[config.mk]
export PLATFORM = sky130hd
export DESIGN_NAME = tgi_lerp
export DESIGN_NICKNAME = d
export VERILOG_FILES = /design/src/rtl/trilinear_grid_interpolator_macros.svh /design/src/rtl/tgi_pkg.sv /design/src/rtl/tgi_lerp.sv
export SDC_FILE = /design/constraint.sdc
export NUM_CORES = 2
export LEC_CHECK = 0
export ABC_AREA = 1
export BUFFER_PORTS_ARGS = -buffer_cell sky130_fd_sc_hd__buf_4
export CAP_MARGIN = 40
export CORE_MARGIN = 2
export CORE_UTILIZATION = 50
export CTS_CLUSTER_DIAMETER = 50
export DETAILED_ROUTE_END_ITERATION = 8
export PLACE_DENSITY_LB_ADDON = 0.25
export SLEW_MARGIN = 20
export SYNTH_ARGS = -nofsm -noshare
export SYNTH_HDL_FRONTEND = slang
export SYNTH_SLANG_ARGS = --single-unit
[constraint.sdc]
create_clock -name clk -period 8.23 [get_ports clk]
set_input_delay 0.4115 -clock clk [delete_from_list [all_inputs] [get_ports clk]]
set_output_delay 0.4115 -clock clk [all_outputs]
set_load 0.02 [all_outputs]
[src/rtl/trilinear_grid_interpolator_macros.svh]
// Assertion macros for the trilinear grid interpolator.
// Expects signals clk and rst in the including module's scope.
`ifndef TRILINEAR_GRID_INTERPOLATOR_MACROS_SVH
`define TRILINEAR_GRID_INTERPOLATOR_MACROS_SVH

// Same-cycle implication, disabled in reset
`define TGI_ASSERT_IMPL(label, ante, cons, msg) \
  label: assert property (@(posedge clk) disable iff (rst) (ante) |-> (cons)) \
    else $error(msg);

// Next-cycle implication, disabled in reset
`define TGI_ASSERT_NEXT(label, ante, cons, msg) \
  label: assert property (@(posedge clk) disable iff (rst) (ante) |=> (cons)) \
    else $error(msg);

`endif

[src/rtl/tgi_pkg.sv]
// Shared types and constants for the trilinear grid interpolator.
// No dependencies; imported by every module of the block.
package tgi_pkg;

  // Grid size per axis
  localparam int DIM_VX   = 16;
  localparam int DIM_VY   = 16;
  localparam int DIM_DIST = 16;
  localparam int DIM_MAX  = (DIM_VX > DIM_VY) ?
                            ((DIM_VX > DIM_DIST) ? DIM_VX : DIM_DIST) :
                            ((DIM_VY > DIM_DIST) ? DIM_VY : DIM_DIST);
  localparam int IDX_W       = $clog2(DIM_MAX);
  localparam int ENTRY_IDX_W = 4;

  // Bank row widths: each bank holds one parity class of grid points
  localparam int ROW_X_W = (DIM_VX > 2) ? $clog2((DIM_VX + 1) / 2) : 1;
  localparam int ROW_Y_W = (DIM_VY > 2) ? $clog2((DIM_VY + 1) / 2) : 1;
  localparam int ROW_Z_W = (DIM_DIST > 2) ? $clog2((DIM_DIST + 1) / 2) : 1;
  localparam int ROW_W   = ROW_X_W + ROW_Y_W + ROW_Z_W;

  // Number formats
  localparam int Q_W        = 32;
  localparam int FRAC_W     = 31;
  localparam int FRAC_SHIFT = 16;
  localparam int FRAC_LIMIT = 1 << 29;
  localparam logic signed [Q_W-1:0] Q_MAX  = {1'b0, {(Q_W-1){1'b1}}};
  localparam logic signed [Q_W-1:0] Q_MIN  = {1'b1, {(Q_W-1){1'b0}}};
  localparam logic signed [Q_W-1:0] Q_ONE  = Q_W'(1) << FRAC_SHIFT;

  // Pipeline depths
  localparam int DIV_STEPS = 32;
  localparam int LOC_LAT   = DIV_STEPS + 5;
  localparam int LERP_LAT  = 3;

  localparam int NUM_TABLES  = 3;
  localparam int CORNER_W    = 3;
  localparam int NUM_CORNERS = 1 << CORNER_W;

  // Configuration register map
  localparam int CFG_IDX_W = 3;
  typedef enum logic [CFG_IDX_W-1:0] {
    CFG_VX_FIRST   = 3'd0,
    CFG_VX_LAST    = 3'd1,
    CFG_VY_FIRST   = 3'd2,
    CFG_VY_LAST    = 3'd3,
    CFG_DIST_FIRST = 3'd4,
    CFG_DIST_LAST  = 3'd5
  } cfg_reg_t;

  typedef enum logic {
    CMD_WRITE = 1'b0,
    CMD_QUERY = 1'b1
  } cmd_t;

  typedef logic signed [Q_W-1:0]    q_t;
  typedef logic signed [FRAC_W-1:0] frac_t;
  typedef logic [IDX_W-1:0]         idx_t;

  // One grid point: index 0 rel_vx, 1 rel_vy, 2 rel_vz
  typedef q_t [NUM_TABLES-1:0] grid_word_t;
  // Eight cell corners, index {di, dj, dk}
  typedef grid_word_t [NUM_CORNERS-1:0] corner_set_t;

  typedef struct packed {
    logic       en;
    idx_t       i;
    idx_t       j;
    idx_t       k;
    grid_word_t data;
  } grid_wr_t;

  typedef struct packed {
    cmd_t                   cmd;
    logic [ENTRY_IDX_W-1:0] wi;
    logic [ENTRY_IDX_W-1:0] wj;
    logic [ENTRY_IDX_W-1:0] wk;
    grid_word_t             wdata;
  } item_t;

endpackage

[src/rtl/tgi_lerp.sv]
// One saturating linear blend a + floor((b - a) * t / 2^16), three stages.
// Uses tgi_pkg; the clip flag is ORed onto the incoming flag.
module tgi_lerp
  import tgi_pkg::*;
(
  input  logic  clk,
  input  q_t    a,
  input  q_t    b,
  input  frac_t t,
  input  logic  sat_in,
  output q_t    r,
  output logic  sat
);

  localparam int D_W    = Q_W + 1;
  localparam int PROD_W = D_W + FRAC_W;
  localparam int SUM_W  = PROD_W - FRAC_SHIFT + 1;

  // Stage 1: difference
  logic signed [D_W-1:0] d1;
  q_t                    a1;
  frac_t                 t1;
  logic                  sat1;

  always_ff @(posedge clk) begin
    d1   <= D_W'(b) - D_W'(a);
    a1   <= a;
    t1   <= t;
    sat1 <= sat_in;
  end

  // Stage 2: scale by fraction
  logic signed [PROD_W-1:0] p2;
  q_t                       a2;
  logic                     sat2;

  always_ff @(posedge clk) begin
    p2   <= PROD_W'(d1) * PROD_W'(t1);
    a2   <= a1;
    sat2 <= sat1;
  end

  // Stage 3: add back, saturate to Q16.16 range
  logic signed [SUM_W-1:0] sum3;
  assign sum3 = SUM_W'(a2) + SUM_W'(p2 >>> FRAC_SHIFT);

  always_ff @(posedge clk) begin
    if (sum3 > SUM_W'(Q_MAX)) begin
      r   <= Q_MAX;
      sat <= 1'b1;
    end else if (sum3 < SUM_W'(Q_MIN)) begin
      r   <= Q_MIN;
      sat <= 1'b1;
    end else begin
      r   <= q_t'(sum3);
      sat <= sat2;
    end
  end

endmodule

Word level (Yosys, flattened, before mapping):

Index checks and enable logic that the tools add are counted.

* bits in registers: 227
* input bits: 97
* output and inout bits: 33
* logic and storage cells: 16

* add/sub/neg operators: 2
* $mul: 1
* magnitude comparators: 2
* mux-type cells: 1
* reductions and logical operators: 1

Operator list (number)
* 33-bit by 31-bit multiplier with 64-bit output: 1
* 32-bit by 48-bit adder with 49-bit output: 1
* 49-bit by 32-bit greater-than comparator with 1-bit output (second input constant): 1
* 49-bit by 32-bit < comparator with 1-bit output (second input constant): 1
* 32-bit by 32-bit subtractor with 33-bit output: 1
* 32-bit two-way mux: 1
* 2-bit OR reduction: 1

Logic depth before layout (Yosys ltp):

* depth after elaboration: 3
* gate-level depth with buffers: 34
* depth with buffers taken out: 32

Worst setup path after synthesis:

OpenSTA, ideal clock, no wires.

* path kind: register to register
* from: reg t1[6]
* to: reg p2[63]
* setup time: 0.121 ns
* arrival time: 7.109 ns
* data required time: 8.109 ns
* setup slack: 0.999 ns
* stages on the path, launching flop included: 27
* path buffers: 2
* clock period less this slack: 7.231 ns
* path through: dfxtp_1 -> clkbuf_1 -> clkbuf_1 -> nand2_1 -> inv_1 -> fa_1 -> inv_1 -> fa_1 -> inv_1 -> fa_1 -> fa_1 -> inv_1 -> fa_1 -> inv_1 -> fa_1 -> inv_1 -> fa_1 -> fa_1 -> inv_1 -> ha_1 -> a21oi_1 -> inv_1 -> a31oi_1 -> o21ai_0 -> a2111oi_0 -> nand2_1 -> xor2_1

* longest elaborated chain between the ends: 1

Ends and longest elaborated chain
* start, declared: line tgi_lerp.sv:22 `frac_t t1;`
* start signal, assigned: line tgi_lerp.sv:28 `t1 <= t;`
* 33-bit by 31-bit multiplier with 64-bit output: line tgi_lerp.sv:38 `p2 <= PROD_W'(d1) * PROD_W'(t1);`
* end signal, assigned: line tgi_lerp.sv:38
* end, declared: line tgi_lerp.sv:33 `logic signed [PROD_W-1:0] p2;`

No other way between the ends.
A chain may end at the register's enable or synchronous reset.

Final worst setup path:

* from: reg t1[8]
* to: reg p2[46]

Same word-level chain as after synthesis.

==> results.md <==
* Period utilisation layout at between 90% and 100%
* Core Rows at 113
* CORE AREA at roughly 0.095 mm²
* WP depth at 22
* Hold_sp: b[19]
* Reg clk slew, reported paths at roughly 60 ps
* IO buf count at 129
* Slew @ Worst Pin at 862 ps
* Die area at 0.0986 mm²
* DR vias/cell at 5.02
* # nets final at between 7000 and 8000
* Synth warnings at 0
* Critical Path RT at 8710 ps
* Hold Path Sink: d1[19]
* MaxCap Viol Count at 0
* Initial DRC count at 2677
* Final setup vio count at 0
* Layout Skew at between 50 and 60 ps
* IO Pins at 130
* Root buf cell: clkbuf_16
* DR vias at 38100
* Setup_tns at 0 ps
* Post-synth top cells: inv_1 (1889), nand2_1 (1612), fa_1 (1077), ha_1 (262), nor2_1 (231)
* Hold depth at 3
* Critical R2R Capture: p2[46]
* R2r worst-path depth at 22
* Detailed Route WL at 142000 µm
* Crit path top cell by count: fa_1
* Worst path slowest cell: dfxtp_1
* #FFs+latches synth at around 210
* Most frequent cell after synthesis: inv_1
* Slew Viols, Final at 0
* Number of detailed-route iterations in the first pass at 5
* Fill count at around 9000
* Setup bufs post-CTS at 0
* Clock Sinks at between 200 and 250
* Avg Inst Size Synth at 7.80 µm²
* Largest net degree at the start of global routing at 34
* H-tree depth at 2
* Reg-to-Reg Start: t1[8]
* Synth area leader: fa_1
* Minimum clock period at roughly 7900 ps
* Ys async rst share at 0%
* Post-synthesis sequential area ratio at 8.79%
* Die Y at around 310 µm
* Total congestion overflow at 0
* Setup CP Type: reg2reg
* CP top delay family: adder cells
* Critical path fanouts, max at 25
* Post-route DRC at 0
* First-pass GRT wire length at ~230000 µm
* Critical Path Max Stage Delay at 580 ps
* Synth Instances at approximately 6200
* Critical-path cell list: buf_4 -> nand2_1 -> fa_1 -> fa_1 -> fa_1 -> fa_1 -> inv_1 -> fa_1 -> fa_1 -> fa_1 -> inv_1 -> fa_1 -> inv_1 -> ha_1 -> a21oi_1 -> o21ai_0 -> a21oi_1 -> a21boi_0 -> nand2_1 -> a21boi_0 -> o21ai_0 -> xor2_2
* Status: finished, final reports clean
* Post-synth top area share at between 40 and 50%
* Critical Path AT at ~8300 ps
* Worst min-delay path class: in2reg
* EDFF count, synth at 0
* Count of final hold-check violations at 0
* Routed len/inst at 18.7 µm
* CTS Buf Count at 40
* Syn nets at 7598
* Post-synth cell types at 45
* Layout cells sized above 1 at around 6.3%
* Final HPWL DP at between 100000 and 150000 µm
* Layout area overhead at 10.6%
* Syn Std Cell Area at a little under 0.05 mm²
* Largest cells by area after synthesis: fa_1 (45%), inv_1 (15%), nand2_1 (13%), dfxtp_1 (8.8%), ha_1 (6.8%)
* Bufs and invs on worst path at 4
* RePlAce Congestion at 0.951
* Initial Util at roughly half
* GRT Total Usage at 30.1%
* Die Width at approximately 310 µm
* R2R Setup Slk at 370 ps
* Worst setup EP type: flop
* Antenna violations before repair at 7
* RSZ-0062 raised after global routing: no
* Post-DRT Antenna Nets at 0
* FMAX at between 0.1 and 0.15 GHz
* Top_reg_cell synth: dfxtp_1
* Setup crit start kind: flop
* Rel. slew slack at a little over two fifths
* Vias in the first global route at approximately 40000
* Clock tree from TritonCTS: built
* Clock tree buffer depth at 3
* CP startpoint: t1[8]
* Clk_lat worst skew at roughly 620 ps
[metal layers]
| layer | GRT usage, % | share of wire (%) | vias to the layer above |
|---|---|---|---|
| li1 | - | - | 17500 |
| met1 | 40.3 | 42 | 19000 |
| met2 | 51.6 | 48 | 1268 |
| met3 | 3.19 | 6.3 | 269 |
| met4 | 9.79 | 3.4 | 4 |
| met5 | 0 | 0.019 | - |
[worst register-to-register path: cells and delay by family (launching register included)]
family	cells	cell delay, ps
simple gates	2	310
compound gates	6	1500
flops	1	580
buf+inv	4	560
fa+ha+maj	9	4420
xor+xnor	1	380
[logic make-up (layout without fill, tap and decap cells)]
kind of cell | after synthesis | after routing | share of synthesized area [%]
buffers and inverters | 2132 | 2290 | 16.7
AND/OR/NAND/NOR | 2045 | 2045 | 17.0
adder cells (fa/ha/maj) | 1339 | 1339 | 51.7
AO/OA/AOI/OAI | 309 | 309 | 3.55
flip-flops | 211 | 211 | 8.79
XOR/XNOR | 126 | 126 | 2.30
other | 0 | 2 | 0
[layout by cell type, fill, tap and decap left out, types with 74 or more instances in the layout]
master   netlist  layout
fa_1        1077    1077
inv_1       1889    1889
ha_1         262     262
xor2_1        75      74
buf_4          3     214
nand2_1     1612    1612
dfxtp_1      211     210
a21oi_1      167     167
nor2_1       231     231
o21ai_0       76      76
[sequential cells by signal (all words and copies together), names as in the netlist]
signal / cells
a2: 32
sat1: 1
d1: 33
sat: 1
a1: 32
sat2: 1
t1: 31
r: 32
p2: 48
[layout make-up]
type	instances	area, µm²	share of cell area, %
Sequential cell	211	4230	7.95
Inverter	1905	7150	13.5
Multi-Input combinational cell	3819	35800	67.4
Clock buffer	45	1050	1.98
Tap cell	1265	1580	2.98
Clock inverter	29	437	0.822
Timing Repair Buffer	311	2890	5.44
Antenna cell	2	5.00	0.00942
[timing repair]
action,in CTS,in global routing
endpoints found under the hold margin,64,0
endpoints found under the setup margin,0,1
hold buffers,64,0
gates resized for setup,0,2
[worst max-delay path by stage]
stage / to
CTS: p2[46]
global placement: p2[46]
detailed placement: p2[46]
floorplan: p2[63]
finish: p2[46]
global route: p2[46]
[per-stage QoR]
step                util (%)  std cells  hold WS [ps]  worst slack [ps]  area (µm²)
floorplan                  -       6162           310               999       48100
global placement        53.5       7441           310              70.9       50900
detailed placement      53.6       7446           312              90.7       51000
CTS                     55.8       7584           180               123       53100
global route            55.9       7586           234              17.5       53100
finish                  55.9       7587           219               372       53200
Power is left out: the tool's default activity adds up to more than one toggle a clock period on the data nets, which glitch-free logic cannot reach.
